$ cat src/opd_pkg.sv
// ----------------------------------------------------------------------------
// opd_pkg
// Shared types and constants of the OpenPGP packet deframer: request payloads,
// parser state, phase codes, byte roles, error codes and register indexes.
// ----------------------------------------------------------------------------
`default_nettype none

package opd_pkg;

    localparam int LEN_BITS = 32;
    localparam int ACC_BITS = 32;
    localparam int MASK_BITS = 64;
    localparam int CFG_IDX_BITS = 1;

    localparam logic [63:0] LEN_MAX_WIDE = (64'd1 << LEN_BITS) - 64'd1;
    localparam logic [ACC_BITS-1:0] LEN_MAX = LEN_MAX_WIDE[ACC_BITS-1:0];

    localparam logic [7:0] OCT_TWO_LO = 8'd192;
    localparam logic [7:0] OCT_TWO_HI = 8'd223;
    localparam logic [7:0] OCT_FIVE = 8'd255;
    localparam logic [ACC_BITS-1:0] TWO_OCT_BIAS = ACC_BITS'(192);

    localparam logic [CFG_IDX_BITS-1:0] CFG_VALID_TAG = 1'd0;
    localparam logic [CFG_IDX_BITS-1:0] CFG_PARTIAL_OK = 1'd1;

    localparam logic [MASK_BITS-1:0] VALID_TAG_RESET = 64'd4095998;
    localparam logic [MASK_BITS-1:0] PARTIAL_OK_RESET = 64'd1313536;

    localparam logic [1:0] ROLE_TAG = 2'd0;
    localparam logic [1:0] ROLE_LEN = 2'd1;
    localparam logic [1:0] ROLE_BODY = 2'd2;
    localparam logic [1:0] ROLE_SKIP = 2'd3;

    localparam logic [2:0] ERR_NONE = 3'd0;
    localparam logic [2:0] ERR_BIT7 = 3'd1;
    localparam logic [2:0] ERR_BAD_TAG = 3'd2;
    localparam logic [2:0] ERR_TRUNC = 3'd3;
    localparam logic [2:0] ERR_PARTIAL = 3'd4;

    localparam logic [1:0] LLT_ONE = 2'd0;
    localparam logic [1:0] LLT_TWO = 2'd1;
    localparam logic [1:0] LLT_INDET = 2'd3;

    typedef enum logic [4:0] {
        PH_TAG   = 5'b00001,
        PH_LEN   = 5'b00010,
        PH_BODY  = 5'b00100,
        PH_SKIP  = 5'b01000,
        PH_INDET = 5'b10000
    } t_phase;

    typedef struct packed {
        logic [7:0] data_byte;
        logic       end_of_data;
    } t_in;

    typedef struct packed {
        logic [1:0] byte_role;
        logic [5:0] packet_tag;
        logic       new_format;
        logic [7:0] body_data;
        logic       packet_end;
        logic [2:0] error_code;
    } t_out;

    typedef struct packed {
        t_phase              phase;
        logic [5:0]          current_tag;
        logic                is_new_format;
        logic [1:0]          legacy_length_type;
        logic [7:0]          first_length_octet;
        logic [ACC_BITS-1:0] length_accumulator;
        logic [2:0]          length_octets_left;
        logic [LEN_BITS-1:0] body_remaining;
        logic                chunk_is_partial;
    } t_state;

endpackage

`default_nettype wire

$ cat src/opd_step.sv
// ----------------------------------------------------------------------------
// opd_step
// Next-state and result logic for one octet: tag decode, length header
// decode, body counting, indeterminate-length bodies, skip after a bad tag.
// ----------------------------------------------------------------------------
`default_nettype none

module opd_step (
    input  wire opd_pkg::t_state                  i_state,
    input  wire opd_pkg::t_in                     i_in,
    input  wire logic [opd_pkg::MASK_BITS-1:0]    i_valid_tag_mask,
    input  wire logic [opd_pkg::MASK_BITS-1:0]    i_partial_ok_mask,
    output opd_pkg::t_state                       o_state,
    output opd_pkg::t_out                         o_out
);

    opd_pkg::t_state                n_st;
    opd_pkg::t_out                  res;
    logic [7:0]                     b;
    logic                           eod;
    logic                           fin;
    logic [opd_pkg::ACC_BITS-1:0]   fin_len;
    logic [opd_pkg::ACC_BITS-1:0]   fin_sat;
    logic [7:0]                     two_lo;
    logic [opd_pkg::ACC_BITS-1:0]   acc_shift;
    logic [2:0]                     left_dec;

    assign b = i_in.data_byte;
    assign eod = i_in.end_of_data;
    assign two_lo = b - opd_pkg::OCT_TWO_LO;
    assign acc_shift = {i_state.length_accumulator[opd_pkg::ACC_BITS-9:0], b};
    assign left_dec = i_state.length_octets_left - 3'd1;

    always_comb begin
        n_st = i_state;
        res = '0;
        fin = 1'b0;
        fin_len = '0;
        case (i_state.phase)
            opd_pkg::PH_LEN: begin
                res.byte_role = opd_pkg::ROLE_LEN;
                if (i_state.is_new_format && (i_state.length_octets_left == 3'd0)) begin
                    if (b < opd_pkg::OCT_TWO_LO) begin
                        n_st.chunk_is_partial = 1'b0;
                        fin = 1'b1;
                        fin_len = {{(opd_pkg::ACC_BITS-8){1'b0}}, b};
                    end else if (b <= opd_pkg::OCT_TWO_HI) begin
                        n_st.first_length_octet = b;
                        n_st.length_accumulator = {{(opd_pkg::ACC_BITS-8){1'b0}}, two_lo};
                        n_st.length_octets_left = 3'd1;
                    end else if (b == opd_pkg::OCT_FIVE) begin
                        n_st.first_length_octet = b;
                        n_st.length_accumulator = '0;
                        n_st.length_octets_left = 3'd4;
                    end else begin
                        n_st.chunk_is_partial = 1'b1;
                        if (!i_partial_ok_mask[i_state.current_tag]) begin
                            res.error_code = opd_pkg::ERR_PARTIAL;
                        end
                        fin = 1'b1;
                        fin_len = opd_pkg::ACC_BITS'(1) << b[4:0];
                    end
                    if (!fin && eod) begin
                        res.error_code = opd_pkg::ERR_TRUNC;
                        n_st.phase = opd_pkg::PH_TAG;
                        n_st.chunk_is_partial = 1'b0;
                    end
                end else begin
                    n_st.length_accumulator = acc_shift;
                    n_st.length_octets_left = left_dec;
                    if (left_dec == 3'd0) begin
                        fin = 1'b1;
                        fin_len = acc_shift;
                        if (i_state.is_new_format) begin
                            n_st.chunk_is_partial = 1'b0;
                            if ((i_state.first_length_octet >= opd_pkg::OCT_TWO_LO) &&
                                (i_state.first_length_octet <= opd_pkg::OCT_TWO_HI)) begin
                                fin_len = acc_shift + opd_pkg::TWO_OCT_BIAS;
                            end
                        end
                    end else if (eod) begin
                        res.error_code = opd_pkg::ERR_TRUNC;
                        n_st.phase = opd_pkg::PH_TAG;
                        n_st.chunk_is_partial = 1'b0;
                    end
                end
            end
            opd_pkg::PH_BODY: begin
                res.byte_role = opd_pkg::ROLE_BODY;
                res.body_data = b;
                n_st.body_remaining = i_state.body_remaining - opd_pkg::LEN_BITS'(1);
                if ((n_st.body_remaining == '0) && !i_state.chunk_is_partial) begin
                    res.packet_end = 1'b1;
                    n_st.phase = opd_pkg::PH_TAG;
                end else if (eod) begin
                    res.error_code = opd_pkg::ERR_TRUNC;
                    n_st.phase = opd_pkg::PH_TAG;
                    n_st.chunk_is_partial = 1'b0;
                end else if (n_st.body_remaining == '0) begin
                    n_st.length_octets_left = 3'd0;
                    n_st.length_accumulator = '0;
                    n_st.phase = opd_pkg::PH_LEN;
                end
            end
            opd_pkg::PH_SKIP: begin
                res.byte_role = opd_pkg::ROLE_SKIP;
                if (eod) begin
                    n_st.phase = opd_pkg::PH_TAG;
                end
            end
            opd_pkg::PH_INDET: begin
                res.byte_role = opd_pkg::ROLE_BODY;
                res.body_data = b;
                if (eod) begin
                    res.packet_end = 1'b1;
                    n_st.phase = opd_pkg::PH_TAG;
                end
            end
            default: begin
                res.byte_role = opd_pkg::ROLE_TAG;
                n_st.chunk_is_partial = 1'b0;
                if (b[6]) begin
                    n_st.is_new_format = 1'b1;
                    n_st.current_tag = b[5:0];
                    n_st.legacy_length_type = opd_pkg::LLT_ONE;
                end else begin
                    n_st.is_new_format = 1'b0;
                    n_st.current_tag = {2'b00, b[5:2]};
                    n_st.legacy_length_type = b[1:0];
                end
                if (!b[7]) begin
                    res.error_code = opd_pkg::ERR_BIT7;
                end
                n_st.length_accumulator = '0;
                n_st.first_length_octet = 8'd0;
                if (!i_valid_tag_mask[n_st.current_tag]) begin
                    res.error_code = opd_pkg::ERR_BAD_TAG;
                    n_st.phase = eod ? opd_pkg::PH_TAG : opd_pkg::PH_SKIP;
                end else if (!n_st.is_new_format &&
                             (n_st.legacy_length_type == opd_pkg::LLT_INDET)) begin
                    if (eod) begin
                        res.packet_end = 1'b1;
                        n_st.phase = opd_pkg::PH_TAG;
                    end else begin
                        n_st.phase = opd_pkg::PH_INDET;
                    end
                end else if (eod) begin
                    res.error_code = opd_pkg::ERR_TRUNC;
                    n_st.phase = opd_pkg::PH_TAG;
                end else begin
                    if (n_st.is_new_format) begin
                        n_st.length_octets_left = 3'd0;
                    end else if (n_st.legacy_length_type == opd_pkg::LLT_ONE) begin
                        n_st.length_octets_left = 3'd1;
                    end else if (n_st.legacy_length_type == opd_pkg::LLT_TWO) begin
                        n_st.length_octets_left = 3'd2;
                    end else begin
                        n_st.length_octets_left = 3'd4;
                    end
                    n_st.phase = opd_pkg::PH_LEN;
                end
            end
        endcase
        fin_sat = (fin_len > opd_pkg::LEN_MAX) ? opd_pkg::LEN_MAX : fin_len;
        if (fin) begin
            if (fin_sat == '0) begin
                res.packet_end = 1'b1;
                n_st.phase = opd_pkg::PH_TAG;
                n_st.chunk_is_partial = 1'b0;
            end else if (eod) begin
                res.error_code = opd_pkg::ERR_TRUNC;
                n_st.phase = opd_pkg::PH_TAG;
                n_st.chunk_is_partial = 1'b0;
            end else begin
                n_st.body_remaining = fin_sat[opd_pkg::LEN_BITS-1:0];
                n_st.phase = opd_pkg::PH_BODY;
            end
        end
        res.packet_tag = n_st.current_tag;
        res.new_format = n_st.is_new_format;
    end

    assign o_state = n_st;
    assign o_out = res;

endmodule

`default_nettype wire

$ cat src/opd_obuf.sv
// ----------------------------------------------------------------------------
// opd_obuf
// Result register with a skid stage: holds up to two result requests so the
// parser keeps taking octets while a result waits downstream.
// ----------------------------------------------------------------------------
`default_nettype none

module opd_obuf (
    input  wire logic          i_clk,
    input  wire logic          i_rst_n,
    input  wire logic          i_push,
    input  wire opd_pkg::t_out i_data,
    output logic               o_space,
    output logic               o_valid,
    input  wire logic          i_ready,
    output opd_pkg::t_out      o_data
);

    logic          r_valid;
    logic          n_valid;
    opd_pkg::t_out r_data;
    opd_pkg::t_out n_data;
    logic          r_sk_valid;
    logic          n_sk_valid;
    opd_pkg::t_out r_sk_data;
    opd_pkg::t_out n_sk_data;
    logic          push;
    logic          pop;

    assign push = i_push && !r_sk_valid;
    assign pop = r_valid && i_ready;

    always_comb begin
        n_valid = r_valid;
        n_data = r_data;
        n_sk_valid = r_sk_valid;
        n_sk_data = r_sk_data;
        if (!r_valid || pop) begin
            if (r_sk_valid) begin
                n_valid = 1'b1;
                n_data = r_sk_data;
                n_sk_valid = 1'b0;
            end else begin
                n_valid = push;
                if (push) begin
                    n_data = i_data;
                end
            end
        end else if (push) begin
            n_sk_valid = 1'b1;
            n_sk_data = i_data;
        end
    end

    always_ff @(posedge i_clk) begin
        if (!i_rst_n) begin
            r_valid <= 1'b0;
            r_sk_valid <= 1'b0;
        end else begin
            r_valid <= n_valid;
            r_sk_valid <= n_sk_valid;
        end
        r_data <= n_data;
        r_sk_data <= n_sk_data;
    end

    assign o_space = !r_sk_valid;
    assign o_valid = r_valid;
    assign o_data = r_data;

endmodule

`default_nettype wire

$ cat src/openpgp_packet_deframer.sv
// ----------------------------------------------------------------------------
// openpgp_packet_deframer
// Byte-serial OpenPGP packet header parser: one result per input octet.
// ----------------------------------------------------------------------------
//  channel | direction | handshake                  | payload
//  in      | input     | i_in_valid / o_in_ready    | i_in_data  (t_in)
//  out     | output    | o_out_valid / i_out_ready  | o_out_data (t_out)
//  cfg     | input     | i_cfg_we                   | i_cfg_idx, i_cfg_wdata
//
// One octet per clock while o_in_ready is high; its result is registered in
// the output or skid register. The parser state register closes the loop.
// Synchronous reset returns the parser to expect a tag octet and loads the
// register reset masks. The skid stage absorbs one extra result, so the input
// stalls only after two results wait downstream.
// ----------------------------------------------------------------------------
`default_nettype none

module openpgp_packet_deframer (
    input  wire logic                                i_clk,
    input  wire logic                                i_rst_n,
    input  wire logic                                i_in_valid,
    output logic                                     o_in_ready,
    input  wire opd_pkg::t_in                        i_in_data,
    output logic                                     o_out_valid,
    input  wire logic                                i_out_ready,
    output opd_pkg::t_out                            o_out_data,
    input  wire logic                                i_cfg_we,
    input  wire logic [opd_pkg::CFG_IDX_BITS-1:0]    i_cfg_idx,
    input  wire logic [opd_pkg::MASK_BITS-1:0]       i_cfg_wdata
);

    opd_pkg::t_state                 r_state;
    opd_pkg::t_state                 n_state;
    opd_pkg::t_out                   step_out;
    logic [opd_pkg::MASK_BITS-1:0]   r_valid_tag_mask;
    logic [opd_pkg::MASK_BITS-1:0]   r_partial_ok_mask;
    logic                            space;
    logic                            accept;

    assign o_in_ready = space;
    assign accept = i_in_valid && space;

    opd_step u_step (
        .i_state           (r_state),
        .i_in              (i_in_data),
        .i_valid_tag_mask  (r_valid_tag_mask),
        .i_partial_ok_mask (r_partial_ok_mask),
        .o_state           (n_state),
        .o_out             (step_out)
    );

    opd_obuf u_obuf (
        .i_clk   (i_clk),
        .i_rst_n (i_rst_n),
        .i_push  (accept),
        .i_data  (step_out),
        .o_space (space),
        .o_valid (o_out_valid),
        .i_ready (i_out_ready),
        .o_data  (o_out_data)
    );

    always_ff @(posedge i_clk) begin
        if (!i_rst_n) begin
            r_state <= '{phase: opd_pkg::PH_TAG, default: '0};
        end else if (accept) begin
            r_state <= n_state;
        end
    end

    always_ff @(posedge i_clk) begin
        if (!i_rst_n) begin
            r_valid_tag_mask <= opd_pkg::VALID_TAG_RESET;
            r_partial_ok_mask <= opd_pkg::PARTIAL_OK_RESET;
        end else if (i_cfg_we) begin
            if (i_cfg_idx == opd_pkg::CFG_VALID_TAG) begin
                r_valid_tag_mask <= i_cfg_wdata;
            end
            if (i_cfg_idx == opd_pkg::CFG_PARTIAL_OK) begin
                r_partial_ok_mask <= i_cfg_wdata;
            end
        end
    end

endmodule

`default_nettype wire
$ cat config.mk
export PLATFORM = sky130hd
export DESIGN_NAME = openpgp_packet_deframer
export DESIGN_NICKNAME = d
export VERILOG_FILES = /design/src/opd_pkg.sv /design/src/opd_step.sv /design/src/opd_obuf.sv /design/src/openpgp_packet_deframer.sv
export SDC_FILE = /design/constraint.sdc
export NUM_CORES = 1
export LEC_CHECK = 0
export ABC_AREA = 1
export BUFFER_PORTS_ARGS = -buffer_cell sky130_fd_sc_hd__buf_4
export CORE_ASPECT_RATIO = 1.5
export CORE_UTILIZATION = 55
export DETAILED_ROUTE_END_ITERATION = 16
export GPL_TIMING_DRIVEN = 0
export HOLD_SLACK_MARGIN = 0.03
export PLACE_DENSITY_LB_ADDON = 0.3
export SLEW_MARGIN = 20
export SYNTH_ARGS = -nofsm -noshare
export SYNTH_HDL_FRONTEND = slang
export SYNTH_SLANG_ARGS = --single-unit
export TNS_END_PERCENT = 20
$ cat constraint.sdc
create_clock -name i_clk -period 2.6 [get_ports i_clk]
set_input_delay 0.13 -clock i_clk [delete_from_list [all_inputs] [get_ports i_clk]]
set_output_delay 0.13 -clock i_clk [all_outputs]
set_load 0.02 [all_outputs]
; Yosys cells after proc, flatten, opt, wreduce, memory -nomap -nowiden
; Index checks and enable logic that the tools add are counted.
[totals]
mem_bits_rw = 0
inputBits = 79
mem_count = 0
regBits = 254
wordCells = 199
latch_bits = 0
mem_bits_ro = 0
output_inout_bits = 23
[op_classes]
magnitude_cmp = 7
n_div = 0
muxes = 100
n_mul = 0
shift = 1
bitwise_logic = 6
n_eq_ne = 20
addsub = 4
reduce_logical = 36
[op_table]
columns = cell, count
row1 = $mux W32, 12
row2 = $mux W43, 3
row3 = $mux W27, 4
row4 = $pmux W27 S3, 1
row5 = $logic_not A32 Y1, 2
row6 = $mux W5, 12
row7 = $mux W3, 19
row8 = $mux W21, 2
row9 = $mux W33, 1
row10 = $add A32 B8 Y32 const B, 1
row11 = $gt A32 B32 Y1 const B, 1
row12 = $shl A1 B5 Y32 const A, 1
row13 = $sub A32 B1 Y32 const B, 1
row14 = $mux W1, 28
row15 = $mux W9, 3
row16 = $le A8 B8 Y1 const B, 2
row17 = $mux W8, 2
row18 = $pmux W8 S2, 1
row19 = $pmux W5 S3, 1
row20 = $lt A6 B7 Y1 const B, 2
row21 = $bmux W1 S6, 2
row22 = $reduce_and A10 Y1, 1
row23 = $reduce_and A2 Y1, 5
row24 = $ne A3 B3 Y1 const B, 3
row25 = other kinds (37), 64

; Depth between registers and ports, before layout
[depth]
word_depth = 16
ltp_mapped = 23
ltp_nobuf = 22

; Cells and area by module
; A second synthesis with hierarchy kept.
[hier_totals]
cells_unflattened = 2720
hier_area_um2 = 16746.1
[modules_own_cells]
columns = module, seq_area_each_um2, instances, cells_each, area_each_um2
row1 = openpgp_packet_deframer, 4364.2, 1, 1044, 7996.4
row2 = opd_step, 0.0, 1, 1554, 7080.5
row3 = opd_obuf, 1301.2, 1, 122, 1669.1

; Worst setup path after synthesis
; OpenSTA, ideal clock, no wires.
[synth_timing]
path_type = register to register
from = register r_state[33] (netlist name)
to = register r_state[29] (netlist name)
synth_period_minus_slack_ps = 2707
setup_ps = 132
path_buffers = 3
required_time_ps = 2468
slack_ps = -107
path_stages_with_launch = 21
t_arrival_ps = 2574
cell_sequence = dfxtp_1 inv_1 ha_1 ha_1 nand2_1 inv_1 nand4_1 clkbuf_2 o21ai_0 nand2_1 nand2_1 nor2_1 nand3_2 nor2_4 nand2_4 nand2_2 buf_6 buf_6 nand2_1 nand3_1 a21oi_1
[synth_via]
elab_chain_cells = 10
elab_cells_between_ends = 16
classes_between = add/sub: 1 / order compare: 1 / mux: 10 / reduce/logical: 4
[synth_lines]
columns = item, line_no
row1 = start: declaration, openpgp_packet_deframer.sv:32  ; opd_pkg::t_state r_state;
row2 = start signal: assignment, openpgp_packet_deframer.sv:67  ; r_state <= n_state;
row3 = $sub A3 B1 Y3, opd_step.sv:32  ; assign left_dec = i_state.length_octets_left - 3'd1;
row4 = $logic_not A3 Y1, opd_step.sv:71  ; if (left_dec == 3'd0) begin
row5 = $mux W32, opd_step.sv:71
row6 = $mux W32, opd_step.sv:42  ; if (i_state.is_new_format && (i_state.length_octets_left == 3'd0)) begin
row7 = $mux W32, opd_step.sv:39  ; case (i_state.phase)
row8 = $gt A32 B32 Y1, opd_step.sv:164  ; fin_sat = (fin_len > opd_pkg::LEN_MAX) ? opd_pkg::LEN_MAX : fin_len;
row9 = $mux W32, opd_step.sv:164
row10 = $logic_not A32 Y1 / $mux W32 (equally long branches), "opd_step.sv:166, opd_step.sv:170"
row11 = $mux W32, opd_step.sv:166  ; if (fin_sat == '0) begin
row12 = $mux W33 *, opd_step.sv:165  ; if (fin) begin
; Mark *: on every way between the ends. The rest lies on a longest branch, timed or not.
; A chain may end at the register's enable or synchronous reset.

; Worst setup path after layout
[layout_timing]
from = register r_state[34] (netlist name)
to = register r_state[26] (netlist name)
; Same word-level chain as after synthesis.

==> flow_summary.ini <==
[min_path]
min_path_type = in2reg

[cells_and_area]
drive_above_1_share_pct = 16.4
fin_nets = 2667
diodes = 0
multiInputGateArea_mm2 = 0.00872
utilization_pct = 71.3
area.growth.synth_to_final_pct = 26.5
instances_no_fill = 2929
fillers = 2123
seq_area_mm2 = 0.00538
layout_commonest_cell = nand2_1
design_area_mm2 = 0.0186
final_cell_mix = nand2_1 (563), nor2_1 (433), o21ai_0 (225)

[global_routing]
grt_pass1_vias = 17100
antenna_found_initial = 0
overflow = 0
grt.total_usage_pct = 43.9
grt_start_max_net_pins = 18
grt_pass1_wl_mm = 90.9

[placed_design]
io_buffer_count = 97
gp_congestion = 1.03
place_inst = 2765
place_ws_ps = -1010
placed_area_mm2 = 0.0159
dp_hpwl_mm = 43.3

[clock_tree]
cts.sink_count = 247
cts_buffers = 24
clk_path_buf_depth = 3
cts_tree = yes
cts_root_buf = clkbuf_16
insertion_delay_ps = 560
ctsHtreeMaxLevel = 1
cts.clk_slew.worst_paths_ps = 80

[critical_path]
cp_data_required_time_ps = 3050
reg2reg_depth = 21
crit_arrival_ps = 3610
crit_path_start_kind = register
r2r-start = r_state[34]$_SDFFE_PN0P_
r2r_setup_slack_ps = -560
crit_type = reg2reg
r2r-end = r_state[26]$_SDFFE_PN0P_
crit_path_end = r_state[26]$_SDFFE_PN0P_
cp-end-kind = register
crit_path_max_fanout = 6
startpoint = r_state[34]$_SDFFE_PN0P_

[power]
power_density_mw_per_mm2 = 556
finalPower_mw = 10.3
vdd_ir_drop_max_mv = 0.589
p_leak_nw = 8.15

[synthesis]
synthCells = 2333
yosysSeqAreaShare_pct = 36.6
syn-cell-area_mm2 = 0.0147
avgSynthCellArea_um2 = 6.29
syn_nets = 2419
async_flop_share_pct = 0
synth_edf_count = 42
ys_warn_count = 0
synth_cell_types = 47
synth_seq_cells = 247
synthFlopType = dfxtp_1

[detailed_routing]
viasPerCell = 5.97
wirelength_mm = 60.3
drc = 0
ant_nets = 0
wl_per_cell_um = 20.6
vias = 17500
first_iter_violations = 1463
drt-pass1-iter-count = 6

[sta]
hold_slack_ps = 98.2
tightest_slew_ps = 925
relSlewSlack_pct = 37.9
fmax_mhz = 316
post-route-min-period_ps = 3160
fin_crit_sh_pct = 122
rsz0062_at_grt = yes
tns_ps = -26040
slew_violations = 0
clock_skew_ps = 39.5
setup_violations = 73
fin_ws_ps = -564
finalHoldViolCount = 0

[outcome]
failed_checks = setup timing
status = finished with violations

[floorplanning]
fp.dieH_um = 202
ios = 102
initial_utilization_pct = 56.3
dieArea_mm2 = 0.0273
coreArea_mm2 = 0.0260
die_w_um = 135
rows = 72

[run]
cap_violations = 0
## registers in the layout (all words and copies together), names as in the netlist
signal,cells
r_state,75
r_partial_ok_mask,64
r_valid_tag_mask,64
u_obuf.o_data,21
u_obuf.r_sk_data,21
u_obuf.o_valid,1
u_obuf.r_sk_valid,1
## cell families after synthesis
group / count (synthesis) / share of synthesized area, %
buf+inv: 311 / 8.61
xor+xnor: 16 / 0.955
simple gates: 1369 / 39.1
fa+ha+maj: 7 / 0.597
flops: 247 / 36.6
compound gates: 383 / 14.2
## timing repair
item / 4_1_cts / 5_1_grt
endpoints found under the hold margin: 131 / 0
hold buffers: 68 / 0
buffers inserted: 40 / 11
gates resized for setup: 140 / 95
cloned: 3 / 1
endpoints found under the setup margin: 115 / 105
pin swaps: 40 / 37
## how the worst min path moves through the flow
stage	from	end	slack, ps	cells after the start
finish	i_in_data[0]	r_state[86]$_SDFFE_PN0P_	100	6
global route	i_in_data[6]	u_obuf.r_sk_data[9]$_DFFE_PP_	120	3
CTS	i_in_data[0]	r_state[86]$_SDFFE_PN0P_	80	6
detailed placement	i_cfg_wdata[18]	r_partial_ok_mask[18]$_SDFFE_PN1P_	360	3
global placement	i_cfg_wdata[18]	r_partial_ok_mask[18]$_SDFFE_PN1P_	350	3
floorplan	i_cfg_wdata[11]	r_partial_ok_mask[11]$_SDFFE_PN1P_	240	2
## where the power goes
part / internal, mW / switching, mW
combinational: 0.919 / 1.72
sequential: 4.13 / 0.170
clock: 1.83 / 1.54
## worst max-delay path, stage by stage (launching register included)
cell and delay [ps]:
dfxtp_2 350, inv_2 60, ha_4 160, ha_4 260
nand2_8 100, inv_6 50, nand4_1 110, buf_12 140
clkinvlp_4 200, nand3_2 150, nand2_2 80, clkinv_4 70
nand2_2 50, nor2_2 80, nand3_2 100, nor2_4 280
nand2_4 150, buf_8 170, buf_8 130, nand3_1 80
nand3_1 90, a21oi_1 200
## layer usage
| layer | GRT usage (%) | up-vias | part of all wire (%) | wire length (µm) |
|---|---|---|---|---|
| met5 | 0 | - | 0 | 0 |
| met2 | 78.7 | 1112 | 49 | 29700 |
| li1 | - | 8086 | - | - |
| met4 | 43.6 | 0 | 12 | 7020 |
| met3 | 7.73 | 423 | 7.9 | 4750 |
| met1 | 40.6 | 7854 | 31 | 18800 |
## cells in the mapped netlist (7+ instances only)
library cell    n  area, µm²
a21oi_1        69        345
buf_2          23        115
buf_6           7       78.8
clkbuf_1       90        338
dfxtp_1       205       4100
edfxtp_1       42       1260
ha_1            7       87.6
inv_1         169        634
inv_2          10       37.5
nand2_1       598       2240
nand2_2         7       43.8
nand3_1       213       1070
nand3b_1       12       90.1
nand4_1        25        156
nor2_1        458       1720
nor2_2         14       87.6
nor2_4          9        101
nor3_1         23        115
o211ai_1       17        128
o21ai_0       244       1220
o21ai_1        10       50.1
o22ai_1        18        113
xor2_1         12        105
## layout make-up
cell class | count | area share [%]
buffer | 126 | 3.51
clock buffer | 35 | 3.68
clock inverter | 6 | 0.263
inverter | 185 | 3.90
multi-input combinational | 1776 | 47.0
sequential | 247 | 29.0
tap | 333 | 2.25
timing repair buffer | 221 | 10.4
(Power assumes the default switching activity.)
